### src/fcr_pkg.sv
// Shared types and constants for the fraction compare and reduce block.
package fcr_pkg;

  localparam int FIELD_WIDTH = 16;

  localparam logic [1:0] REL_LESS    = 2'd0;
  localparam logic [1:0] REL_EQUAL   = 2'd1;
  localparam logic [1:0] REL_GREATER = 2'd2;

  typedef enum logic [1:0] {
    SEL_NUM_A = 2'd0,
    SEL_DEN_A = 2'd1,
    SEL_NUM_B = 2'd2,
    SEL_DEN_B = 2'd3
  } div_sel_t;

  typedef struct packed {
    logic     load;
    logic     mul_left;
    logic     mul_right;
    logic     compare;
    logic     gcd_step;
    logic     div_load;
    logic     div_step;
    div_sel_t div_sel;
    logic     out_load;
  } cmd_t;

  typedef struct packed {
    logic zero;
    logic gcd_done;
    logic div_last;
  } status_t;

endpackage

### src/fcr_datapath.sv
// Datapath: operand registers, shared multiplier, two subtractive gcd units and a divider.
module fcr_datapath
  import fcr_pkg::*;
#(
  parameter int TERM_WIDTH = 16
) (
  input  logic                   clk,
  input  cmd_t                   cmd,
  output status_t                status,
  input  logic [FIELD_WIDTH-1:0] num_a,
  input  logic [FIELD_WIDTH-1:0] den_a,
  input  logic [FIELD_WIDTH-1:0] num_b,
  input  logic [FIELD_WIDTH-1:0] den_b,
  output logic                   zero_denominator,
  output logic [1:0]             relation,
  output logic [FIELD_WIDTH-1:0] reduced_num_a,
  output logic [FIELD_WIDTH-1:0] reduced_den_a,
  output logic [FIELD_WIDTH-1:0] reduced_num_b,
  output logic [FIELD_WIDTH-1:0] reduced_den_b
);

  localparam int W  = TERM_WIDTH;
  localparam int PW = 2 * TERM_WIDTH;
  localparam int CW = $clog2(TERM_WIDTH);
  localparam int XW = TERM_WIDTH + FIELD_WIDTH;

  logic [XW-1:0] ext_na, ext_da, ext_nb, ext_db;
  logic [W-1:0]  term_na, term_da, term_nb, term_db;

  logic [W-1:0]  na, da, nb, db;
  logic [W-1:0]  xa, ya, xb, yb;
  logic [PW-1:0] prod_l, prod_r, product;
  logic [W-1:0]  mul_a, mul_b;
  logic [1:0]    rel;
  logic          zero;
  logic          a_done, b_done;

  logic [W-1:0]  rem, quo, dvs;
  logic [CW-1:0] cnt;
  logic [W-1:0]  dividend, divisor;
  logic [W:0]    trial, diff;
  logic          ge;
  logic [W-1:0]  rem_next, quo_next;
  logic          last;

  logic [W-1:0]  res [4];
  logic [XW-1:0] wide_na, wide_da, wide_nb, wide_db;

  assign ext_na  = {{W{1'b0}}, num_a};
  assign ext_da  = {{W{1'b0}}, den_a};
  assign ext_nb  = {{W{1'b0}}, num_b};
  assign ext_db  = {{W{1'b0}}, den_b};
  assign term_na = ext_na[W-1:0];
  assign term_da = ext_da[W-1:0];
  assign term_nb = ext_nb[W-1:0];
  assign term_db = ext_db[W-1:0];

  assign mul_a   = cmd.mul_right ? nb : na;
  assign mul_b   = cmd.mul_right ? da : db;
  assign product = PW'(mul_a) * PW'(mul_b);

  assign a_done = (xa == '0) || (xa == ya);
  assign b_done = (xb == '0) || (xb == yb);

  always_comb begin
    case (cmd.div_sel)
      SEL_NUM_A: begin
        dividend = na;
        divisor  = ya;
      end
      SEL_DEN_A: begin
        dividend = da;
        divisor  = ya;
      end
      SEL_NUM_B: begin
        dividend = nb;
        divisor  = yb;
      end
      SEL_DEN_B: begin
        dividend = db;
        divisor  = yb;
      end
      default: begin
        dividend = na;
        divisor  = ya;
      end
    endcase
  end

  assign trial    = {rem, quo[W-1]};
  assign diff     = trial - {1'b0, dvs};
  assign ge       = trial >= {1'b0, dvs};
  assign rem_next = ge ? diff[W-1:0] : trial[W-1:0];
  assign quo_next = {quo[W-2:0], ge};
  assign last     = cnt == CW'(W - 1);

  assign status.zero     = zero;
  assign status.gcd_done = a_done && b_done;
  assign status.div_last = last;

  always_ff @(posedge clk) begin
    if (cmd.load) begin
      na   <= term_na;
      da   <= term_da;
      nb   <= term_nb;
      db   <= term_db;
      xa   <= term_na;
      ya   <= term_da;
      xb   <= term_nb;
      yb   <= term_db;
      zero <= (term_da == '0) || (term_db == '0);
      rel  <= REL_LESS;
      for (int i = 0; i < 4; i++) begin
        res[i] <= '0;
      end
    end else begin
      if (cmd.mul_left) begin
        prod_l <= product;
      end
      if (cmd.mul_right) begin
        prod_r <= product;
      end
      if (cmd.compare) begin
        if (prod_l < prod_r) begin
          rel <= REL_LESS;
        end else if (prod_l == prod_r) begin
          rel <= REL_EQUAL;
        end else begin
          rel <= REL_GREATER;
        end
      end
      if (cmd.gcd_step) begin
        if (!a_done) begin
          if (xa > ya) begin
            xa <= xa - ya;
          end else begin
            ya <= ya - xa;
          end
        end
        if (!b_done) begin
          if (xb > yb) begin
            xb <= xb - yb;
          end else begin
            yb <= yb - xb;
          end
        end
      end
      if (cmd.div_load) begin
        quo <= dividend;
        rem <= '0;
        dvs <= divisor;
        cnt <= '0;
      end
      if (cmd.div_step) begin
        quo <= quo_next;
        rem <= rem_next;
        cnt <= cnt + 1'b1;
        if (last) begin
          res[cmd.div_sel] <= quo_next;
        end
      end
    end
  end

  assign wide_na = {{FIELD_WIDTH{1'b0}}, res[0]};
  assign wide_da = {{FIELD_WIDTH{1'b0}}, res[1]};
  assign wide_nb = {{FIELD_WIDTH{1'b0}}, res[2]};
  assign wide_db = {{FIELD_WIDTH{1'b0}}, res[3]};

  always_ff @(posedge clk) begin
    if (cmd.out_load) begin
      zero_denominator <= zero;
      relation         <= rel;
      reduced_num_a    <= wide_na[FIELD_WIDTH-1:0];
      reduced_den_a    <= wide_da[FIELD_WIDTH-1:0];
      reduced_num_b    <= wide_nb[FIELD_WIDTH-1:0];
      reduced_den_b    <= wide_db[FIELD_WIDTH-1:0];
    end
  end

endmodule

### src/fcr_controller.sv
// Controller: sequences compare, gcd and division steps and owns the handshakes.
module fcr_controller
  import fcr_pkg::*;
(
  input  logic    clk,
  input  logic    rst,
  input  logic    in_valid,
  output logic    in_ready,
  output logic    out_valid,
  input  logic    out_ready,
  input  status_t status,
  output cmd_t    cmd
);

  typedef enum logic [7:0] {
    S_IDLE     = 8'b0000_0001,
    S_MUL_L    = 8'b0000_0010,
    S_MUL_R    = 8'b0000_0100,
    S_CMP      = 8'b0000_1000,
    S_GCD      = 8'b0001_0000,
    S_DIV_LOAD = 8'b0010_0000,
    S_DIV_RUN  = 8'b0100_0000,
    S_FINISH   = 8'b1000_0000
  } state_t;

  state_t   state, state_next;
  div_sel_t sel, sel_next;

  assign in_ready = (state == S_IDLE) && !rst;

  always_comb begin
    state_next = state;
    sel_next   = sel;
    cmd        = '0;
    cmd.div_sel = sel;
    case (state)
      S_IDLE: begin
        if (in_valid) begin
          cmd.load   = 1'b1;
          sel_next   = SEL_NUM_A;
          state_next = S_MUL_L;
        end
      end
      S_MUL_L: begin
        if (status.zero) begin
          state_next = S_FINISH;
        end else begin
          cmd.mul_left = 1'b1;
          state_next   = S_MUL_R;
        end
      end
      S_MUL_R: begin
        cmd.mul_right = 1'b1;
        state_next    = S_CMP;
      end
      S_CMP: begin
        cmd.compare = 1'b1;
        state_next  = S_GCD;
      end
      S_GCD: begin
        if (status.gcd_done) begin
          state_next = S_DIV_LOAD;
        end else begin
          cmd.gcd_step = 1'b1;
        end
      end
      S_DIV_LOAD: begin
        cmd.div_load = 1'b1;
        state_next   = S_DIV_RUN;
      end
      S_DIV_RUN: begin
        cmd.div_step = 1'b1;
        if (status.div_last) begin
          case (sel)
            SEL_NUM_A: sel_next = SEL_DEN_A;
            SEL_DEN_A: sel_next = SEL_NUM_B;
            SEL_NUM_B: sel_next = SEL_DEN_B;
            default:   sel_next = SEL_NUM_A;
          endcase
          state_next = (sel == SEL_DEN_B) ? S_FINISH : S_DIV_LOAD;
        end
      end
      S_FINISH: begin
        if (!out_valid || out_ready) begin
          cmd.out_load = 1'b1;
          state_next   = S_IDLE;
        end
      end
      default: begin
        state_next = S_IDLE;
      end
    endcase
  end

  always_ff @(posedge clk) begin
    if (rst) begin
      state     <= S_IDLE;
      sel       <= SEL_NUM_A;
      out_valid <= 1'b0;
    end else begin
      state <= state_next;
      sel   <= sel_next;
      if (cmd.out_load) begin
        out_valid <= 1'b1;
      end else if (out_ready) begin
        out_valid <= 1'b0;
      end
    end
  end

endmodule

### src/fraction_compare_reduce.sv
// Top level of the fraction compare and reduce block: controller, datapath and checks.
//
//  channel | signals              | payload
//  --------+----------------------+---------------------------------------------------
//  input   | in_valid / in_ready  | num_a, den_a, num_b, den_b
//  output  | out_valid / out_ready| zero_denominator, relation, reduced_num_a/den_a/num_b/den_b
//
// One beat is worked on at a time; a beat runs the two products, the compare, the
// subtraction loop of both gcd units and then the four divisions in turn, while a zero
// denominator goes straight to the finish after the load.
// The division runs one quotient bit per cycle.
// Reset is synchronous and clears the controller and the output valid flag.
// A new beat is taken while a finished result waits in the output register.
module fraction_compare_reduce
  import fcr_pkg::*;
#(
  parameter int TERM_WIDTH = 16
) (
  input  logic                   clk,
  input  logic                   rst,
  input  logic                   in_valid,
  output logic                   in_ready,
  input  logic [FIELD_WIDTH-1:0] num_a,
  input  logic [FIELD_WIDTH-1:0] den_a,
  input  logic [FIELD_WIDTH-1:0] num_b,
  input  logic [FIELD_WIDTH-1:0] den_b,
  output logic                   out_valid,
  input  logic                   out_ready,
  output logic                   zero_denominator,
  output logic [1:0]             relation,
  output logic [FIELD_WIDTH-1:0] reduced_num_a,
  output logic [FIELD_WIDTH-1:0] reduced_den_a,
  output logic [FIELD_WIDTH-1:0] reduced_num_b,
  output logic [FIELD_WIDTH-1:0] reduced_den_b
);

  cmd_t    cmd;
  status_t status;

  fcr_controller u_controller (
    .clk       (clk),
    .rst       (rst),
    .in_valid  (in_valid),
    .in_ready  (in_ready),
    .out_valid (out_valid),
    .out_ready (out_ready),
    .status    (status),
    .cmd       (cmd)
  );

  fcr_datapath #(
    .TERM_WIDTH (TERM_WIDTH)
  ) u_datapath (
    .clk              (clk),
    .cmd              (cmd),
    .status           (status),
    .num_a            (num_a),
    .den_a            (den_a),
    .num_b            (num_b),
    .den_b            (den_b),
    .zero_denominator (zero_denominator),
    .relation         (relation),
    .reduced_num_a    (reduced_num_a),
    .reduced_den_a    (reduced_den_a),
    .reduced_num_b    (reduced_num_b),
    .reduced_den_b    (reduced_den_b)
  );

`ifndef SYNTHESIS
  a_busy_after_accept: assert property (@(posedge clk) disable iff (rst)
    (in_valid && in_ready) |=> !in_ready)
    else $error("block took a beat while still busy");

  a_zero_clears_fields: assert property (@(posedge clk) disable iff (rst)
    (out_valid && zero_denominator) |-> (relation == REL_LESS && reduced_num_a == '0 &&
      reduced_den_a == '0 && reduced_num_b == '0 && reduced_den_b == '0))
    else $error("zero denominator result carries nonzero fields");

  a_reduced_den_nonzero: assert property (@(posedge clk) disable iff (rst)
    (out_valid && !zero_denominator) |-> (reduced_den_a != '0 && reduced_den_b != '0 &&
      relation != 2'd3))
    else $error("valid result has a zero reduced denominator or bad relation");

  a_load_only_when_free: assert property (@(posedge clk) disable iff (rst)
    cmd.out_load |-> (!out_valid || out_ready))
    else $error("output register overwritten before it was taken");
`endif

endmodule
### config.mk
export PLATFORM = sky130hd
export DESIGN_NAME = fraction_compare_reduce
export DESIGN_NICKNAME = d
export VERILOG_FILES = /design/src/fcr_pkg.sv /design/src/fcr_datapath.sv /design/src/fcr_controller.sv /design/src/fraction_compare_reduce.sv
export SDC_FILE = /design/constraint.sdc
export NUM_CORES = 1
export LEC_CHECK = 0
export BUFFER_PORTS_ARGS = -buffer_cell sky130_fd_sc_hd__buf_4
export CAP_MARGIN = 20
export CELL_PAD_IN_SITES_DETAIL_PLACEMENT = 0
export CELL_PAD_IN_SITES_GLOBAL_PLACEMENT = 2
export CORE_AREA = 3 3 319 258
export DETAILED_ROUTE_END_ITERATION = 7
export DIE_AREA = 0 0 322 261
export GPL_ROUTABILITY_DRIVEN = 0
export GPL_TIMING_DRIVEN = 0
export PLACE_DENSITY_LB_ADDON = 0.15
export RECOVER_POWER = 50
export SYNTH_ARGS = -nofsm -noshare
export SYNTH_HDL_FRONTEND = slang
export SYNTH_SLANG_ARGS = --single-unit
### constraint.sdc
create_clock -name clk -period 21.1 [get_ports clk]
set_input_delay 4.22 -clock clk [delete_from_list [all_inputs] [get_ports clk]]
set_output_delay 4.22 -clock clk [all_outputs]
set_load 0.1 [all_outputs]
==> results of run 1 <==
state kept, by name (all words and copies together) (netlist names), 2 cells and up:
signal and count:
u_datapath.relation 2, u_datapath.quo 16, u_datapath.da 16, u_datapath.res 64
u_datapath.dvs 16, u_datapath.xb 16, u_controller.state 8, u_datapath.xa 16
u_datapath.nb 16, u_datapath.prod_l 32, reduced_den_b 16, reduced_num_b 16
u_datapath.cnt 4, u_datapath.rel 2, u_controller.sel 2, reduced_den_a 16
u_datapath.ya 16, u_datapath.prod_r 32, u_datapath.na 16, reduced_num_a 16
u_datapath.yb 16, u_datapath.db 16, u_datapath.rem 16
Yosys cell counts, drive strengths merged (46+ instances only):
cell	n
a21o	52
mux2i	46
edfxtp	376
o21ai	118
nor2	244
ha	220
a21oi	123
clkbuf	51
nand2	348
fa	199
xnor2	51
inv	376
and2	64
final cells by class:
| cell class | count | share of cell area [%] |
|---|---|---|
| multi-input cells | 1807 | 45.6 |
| flip-flops and latches | 389 | 36.7 |
| inverters | 376 | 4.49 |
| well taps | 1034 | 4.11 |
| clock buffers | 46 | 3.59 |
| repair buffers | 151 | 2.87 |
| clock inverters | 37 | 1.46 |
| plain buffers | 86 | 1.16 |
logic make-up (layout without fill, tap and decap cells):
logic type | count (synthesis) | in the layout | share of synthesized area [%]
compound gates | 421 | 421 | 9.49
fa+ha+maj | 419 | 419 | 24.3
mux | 46 | 46 | 1.74
xor+xnor | 83 | 83 | 2.62
buf+inv | 462 | 696 | 6.51
simple gates | 838 | 838 | 13.7
flops | 389 | 389 | 41.7
layer usage:
metal | part of all wire [%] | vias to the layer above | global-route usage [%]
met5 | 0.11 | - | 0.855
met4 | 2.4 | 2 | 5.45
met3 | 8.1 | 108 | 4.78
met2 | 41 | 675 | 29.8
met1 | 49 | 9980 | 31.8
li1 | - | 9368 | -
worst max-delay path, delay by kind of cell:
family | cells | cell delay, ps
buffers and inverters | 2 | 550
and+or+nand+nor | 1 | 250
final timing paths:
kind	from	to	slack (ps)
min	u_datapath.res[0][4]$_SDFFCE_PN0P_	reduced_num_a[4]$_DFFE_PP_	420
max reg2reg	u_controller.state[0]$_SDFFE_PP1P_	u_datapath.prod_l[28]$_DFFE_PP_	11960
max	rst	in_ready	11860
min reg2reg	u_datapath.res[0][4]$_SDFFCE_PN0P_	reduced_num_a[4]$_DFFE_PP_	420
metrics by stage:
stage	worst slack [ps]	instance area, sq um
final	11860	31500
after global routing	11630	31500
after CTS	11800	31800
after detailed placement	11800	30200
after global placement	11790	30000
after floorplan	11220	27700
==> run summary, run 1 <==
### Route
• **WL/cell** 22.3 um
• **number of optimization iterations in the first detailed-route pass** 8
• **detailed-route via count** 20133
• **via-per-instance ratio** 5.13
• **wire length after detailed routing** 87400 um
• **DRT antenna net count** 0
• **DRC Markers** 2
• **number of DRC violations after detailed-routing iteration 0** 1834

### Hold path
• **Min-Delay Path Class** reg -> reg
• **Hold Path Stages** 0

### Die
• **count of pins on the block boundary** 137
• **effective utilization at floorplan** 35.1%
• **overall die area** 0.0840 sq mm
• **die boundary width** 322 um
• **Core Footprint** 0.0790 sq mm
• **Die Ht** 261 um
• **count of standard-cell rows** 92

### Clock network
• **clk sinks** 389
• **clock insertion delay at the later pin of the skew report** 620 ps
• **number of buffers created by CTS** 45
• **clk root buf** clkbuf_16
• **cts hold-fix bufs** 0
• **clock-pin transition on the worst setup and hold timing paths** 60 ps
• **buffer levels on the longest clock path** 3
• **number of gates given a new drive strength after cts** 0
• **clock tree from TritonCTS** built
• **number of setup buffers added after CTS** 0
• **Max H-tree Level** 2

### STA
• **Fin. Hold Viols** 0
• **Final period util** 43.8%
• **hold_ws** 416 ps
• **Max Transition Viols Final** 58
• **slew at the pin with the worst max-slew slack** 2110 ps
• **Max Clock Skew** 36.4 ps
• **unrepaired setup endpoints after global routing** false
• **normalized max-slew margin** -40.6%
• **number of failing setup endpoints in the final timing report** 0
• **upper clock frequency limit** 108 MHz
• **post-layout minimum cycle time** 9240 ps
• **setup tns final** 0 ps

### Critical path
• **WP data required** 16880 ps
• **Worst path max stage delay** 330 ps
• **endpoint class of the critical path** output pin
• **path type of the worst setup path** in -> out
• **worst-path cell chain** clkbuf_1 -> nor2_1 -> buf_4
• **Critical-path top delay cell** buf_4
• **worst reg-to-reg path cell count** 25
• **crit path max fanout** 8
• **Startpoint Class** primary input
• **arrival time at the worst endpoint** 5020 ps

### Yosys
• **sequential element share of the synthesized area** 41.7%
• **top cell type's share of synthesized area** 40.7%
• **Synth Area per Inst** 10.4 sq um
• **most area-hungry cell type in the Yosys netlist** edfxtp_1
• **predominant post-synthesis flop cell** edfxtp_1
• **Synth area leaders** edfxtp_1, fa_1, ha_1
• **Syn Inst Count** 2658
• **Post-synth EDFFs** 376
• **Synth cell types** 75
• **post-synthesis cell area** 0.0277 sq mm
• **number of nets in the synthesized netlist** 3145
• **Synth Warn #** 0
• **ys async rst share** 0%
• **post-synthesis sequential element count** 389

### Layout
• **commonest cells after routing, fill and taps aside** inv_1, edfxtp_1, nand2_1, nor2_1, ha_1
• **area of combinational cells with multiple inputs** 0.0143 sq mm
• **Layout Cells excl Fill** 3926
• **Layout Area Growth over Synthesis** 13.4%
• **count of antenna diodes in the layout** 0
• **share of post-route cells with drive strength above 1** 7.05%
• **number of inserted filler cells in the final layout** 7868
• **number of nets in the layout** 3343
• **utilization after layout** 39.8%
• **area taken by flip-flops and latches** 0.0116 sq mm

### Placement
• **HPWL Detailed** 70800 um
• **number of placed instances, taps included** 3841
• **Port Buffers** 135

### GRT
• **number of global-route vias before repair** 20167
• **pin count of the biggest net entering global routing** 75
• **leftover overflow at the end of global routing** 0
• **global-route usage over all layers** 20.9%
• **wire length of the first global-routing pass** 131000 um
• **antenna violations before repair** 4

### Status
• **result of the run** complete, but fails checks
• **violations in the final reports** design-rule violations, max-capacitance violations, max-slew violations

### Job
• **number of max-cap violations** 2

Power of run 1 is left out: the tool's default activity adds up to more than one toggle a clock period on the data nets, which glitch-free logic cannot reach.
==> run 2: changes to the inputs <==
--- a/config.mk
+++ b/config.mk
@@ -5,13 +5,14 @@
 export SDC_FILE = /design/constraint.sdc
 export NUM_CORES = 1
 export LEC_CHECK = 0
+export ABC_AREA = 1
 export BUFFER_PORTS_ARGS = -buffer_cell sky130_fd_sc_hd__buf_4
 export CAP_MARGIN = 20
 export CELL_PAD_IN_SITES_DETAIL_PLACEMENT = 0
 export CELL_PAD_IN_SITES_GLOBAL_PLACEMENT = 2
-export CORE_AREA = 3 3 319 258
+export CORE_AREA = 3 3 323 261
 export DETAILED_ROUTE_END_ITERATION = 7
-export DIE_AREA = 0 0 322 261
+export DIE_AREA = 0 0 326 264
 export GPL_ROUTABILITY_DRIVEN = 0
 export GPL_TIMING_DRIVEN = 0
 export PLACE_DENSITY_LB_ADDON = 0.15
==> constraint.sdc (replaced) <==
create_clock -name clk -period 8.8 [get_ports clk]
set_input_delay 1.76 -clock clk [delete_from_list [all_inputs] [get_ports clk]]
set_output_delay 1.76 -clock clk [all_outputs]
set_load 0.1 [all_outputs]
==> run 2 against run 1 <==
Effect of this change:
- the flow finishes with violations (max-capacitance violations, max-slew violations)
- setup slack worse by 11000 ps
- critical path depth up 25
- synthesized area up 2.6%
- count of clock-buffer cells in the layout up 5
- via count up 10%
- clock skew down 5.9 ps
- die area up 2.4%
- global-route usage up 0.87 points
- sequential share of layout area down 0.76 points
- largest cell class unchanged
- critical path type is now reg -> reg
==> run summary, run 2 <==
### Status
• **result of the run** complete, but fails checks
• **violations in the final reports** max-capacitance violations, max-slew violations

### Die
• **Core Footprint** 0.0809 sq mm
• **effective utilization at floorplan** 35.2%
• **count of pins on the block boundary** 137
• **die boundary width** 326 um
• **overall die area** 0.0861 sq mm
• **Die Ht** 264 um
• **count of standard-cell rows** 93

### Route
• **WL/cell** 21.0 um
• **DRT antenna net count** 0
• **number of DRC violations after detailed-routing iteration 0** 2242
• **detailed-route via count** 22169
• **via-per-instance ratio** 4.98
• **DRC Markers** 0
• **number of optimization iterations in the first detailed-route pass** 5
• **wire length after detailed routing** 93500 um

### Layout
• **share of post-route cells with drive strength above 1** 6.16%
• **register ranked first by flip-flop count** u_datapath.res
• **post-route cell area** 0.0321 sq mm
• **commonest cells after routing, fill and taps aside** nand2_1, inv_1, edfxtp_1, nor2_1, ha_1
• **area taken by flip-flops and latches** 0.0116 sq mm
• **biggest registers after layout** u_datapath.res x64, u_datapath.prod_l x32, u_datapath.prod_r x32
• **Layout Area Growth over Synthesis** 12.9%
• **number of inserted filler cells in the final layout** 8133
• **Layout Cells excl Fill** 4454
• **max reg flops** 64
• **number of nets in the layout** 3818
• **area of combinational cells with multiple inputs** 0.0143 sq mm
• **most frequent standard cell in the layout excluding fill and tap cells** nand2_1

### STA
• **Fin. Hold Viols** 0
• **upper clock frequency limit** 124 MHz
• **number of failing setup endpoints in the final timing report** 0
• **Max Transition Viols Final** 101
• **normalized max-slew margin** -63.9%
• **unrepaired setup endpoints after global routing** false
• **setup tns final** 0 ps
• **post-layout minimum cycle time** 8050 ps
• **Final period util** 91.5%
• **Max Clock Skew** 30.4 ps
• **slew at the pin with the worst max-slew slack** 2450 ps
• **Final Worst Setup Slack** 745 ps

### Critical path
• **Critical-path top delay cell** inv_2
• **WP data required** 9090 ps
• **CP bufs+invs** 9
• **FF-to-FF Start** u_controller.state[6]$_SDFFE_PP0P_
• **arrival time at the worst endpoint** 8340 ps
• **path type of the worst setup path** reg -> reg
• **Startpoint Class** register
• **kind of cell adding the most delay to the critical path** adder cells
• **Critical Path Start** u_controller.state[6]$_SDFFE_PP0P_
• **crit path max fanout** 34
• **Worst path max stage delay** 650 ps
• **endpoint class of the critical path** register

### Yosys
• **post-synthesis cell area** 0.0284 sq mm
• **post-synthesis sequential element count** 389
• **Synth Area per Inst** 9.05 sq um
• **Post-synth EDFFs** 376
• **most common cell in the synthesized netlist** nand2_1
• **top cell type's share of synthesized area** 39.7%
• **Syn Inst Count** 3144
• **Synth Warn #** 0
• **Synth cell types** 45
• **ys async rst share** 0%
• **predominant post-synthesis flop cell** edfxtp_1
• **number of nets in the synthesized netlist** 3631
• **Synth area leaders** edfxtp_1, fa_1, ha_1
• **most instantiated cells after synthesis** nand2_1, inv_1, edfxtp_1
• **sequential element share of the synthesized area** 40.6%
• **most area-hungry cell type in the Yosys netlist** edfxtp_1

### Clock network
• **Max H-tree Level** 2
• **clk root buf** clkbuf_16
• **number of setup buffers added after CTS** 0
• **clock insertion delay at the later pin of the skew report** 590 ps
• **cts hold-fix bufs** 0
• **clk sinks** 389
• **buffer levels on the longest clock path** 3
• **number of gates given a new drive strength after cts** 0
• **number of buffers created by CTS** 43
• **clock tree from TritonCTS** built
• **clock-pin transition on the worst setup and hold timing paths** 60 ps

### GRT
• **number of global-route vias before repair** 22343
• **met3 Track Usage GR** 4.77%
• **antenna violations before repair** 3
• **Most Used Layer, Global Route** met1
• **global-route track usage on met2** 30.9%
• **leftover overflow at the end of global routing** 0
• **met1 usage** 33.8%
• **pin count of the biggest net entering global routing** 70
• **global-route usage over all layers** 21.8%
• **wire length of the first global-routing pass** 141000 um

### Hold path
• **hold wc startpoint** u_datapath.res[3][15]$_DFFE_PP_
• **Min-Delay Path Class** reg -> reg

### Job
• **number of max-cap violations** 3

### Placement
• **HPWL Detailed** 77400 um
• **number of placed instances, taps included** 4378
• **area of placed instances** 0.0310 sq mm
• **worst slack after detailed placement** 867 ps
• **Port Buffers** 135

run 2: worst register-to-register path: cells and delay by family (launching register included):
family | cells | cell delay, ps
DFF | 1 | 330
AOI/OAI and AO/OA | 3 | 750
and+or+nand+nor | 8 | 1250
xor gates and xnor gates | 1 | 510
adders and majority gates | 7 | 3380
buffers and inverters | 9 | 1580
run 2: path summary, 6_finish.rpt:
check | end | slack (ps) | cells after the start
setup / recovery | u_datapath.prod_r[23]$_DFFE_PP_ | 750 | 28
hold / removal | reduced_den_b[15]$_DFFE_PP_ | 420 | 0
setup reg to reg | u_datapath.prod_r[23]$_DFFE_PP_ | 750 | 28
hold reg to reg | reduced_den_b[15]$_DFFE_PP_ | 420 | 0
run 2: layer usage:
metal,wire (um),vias up
li1,-,10451
met1,46700,10826
met5,129,-
met4,1960,4
met3,7630,110
met2,37100,778
run 2: per-stage QoR:
| step | utilization, % | hold slack [ps] |
|---|---|---|
| floorplan | - | 400 |
| global placement | 38.1 | 402 |
| detailed placement | 38.3 | 405 |
| CTS | 40.1 | 419 |
| global route | 39.7 | 423 |
| finish | 39.7 | 418 |
run 2: layout make-up:
cell class,count,share of cell area (%)
tap,1092,4.25
buffer,74,1.02
clock buffer,51,3.57
clock inverter,24,0.954
multi-input combinational,2068,44.4
sequential,389,36.0
timing repair buffer,142,2.66
antenna,1,0.00779
inverter,613,7.17
run 2: kinds of logic (layout without fill, tap and decap cells):
group	Yosys count	after routing	synth area share, %
other cells	0	1	0
fa+ha+maj	419	419	23.7
flops	389	389	40.6
buf+inv	687	904	9.27
xor+xnor	43	43	1.32
compound gates	365	365	7.45
simple gates	1241	1241	17.7
Power of run 2 is left out for the same reason.
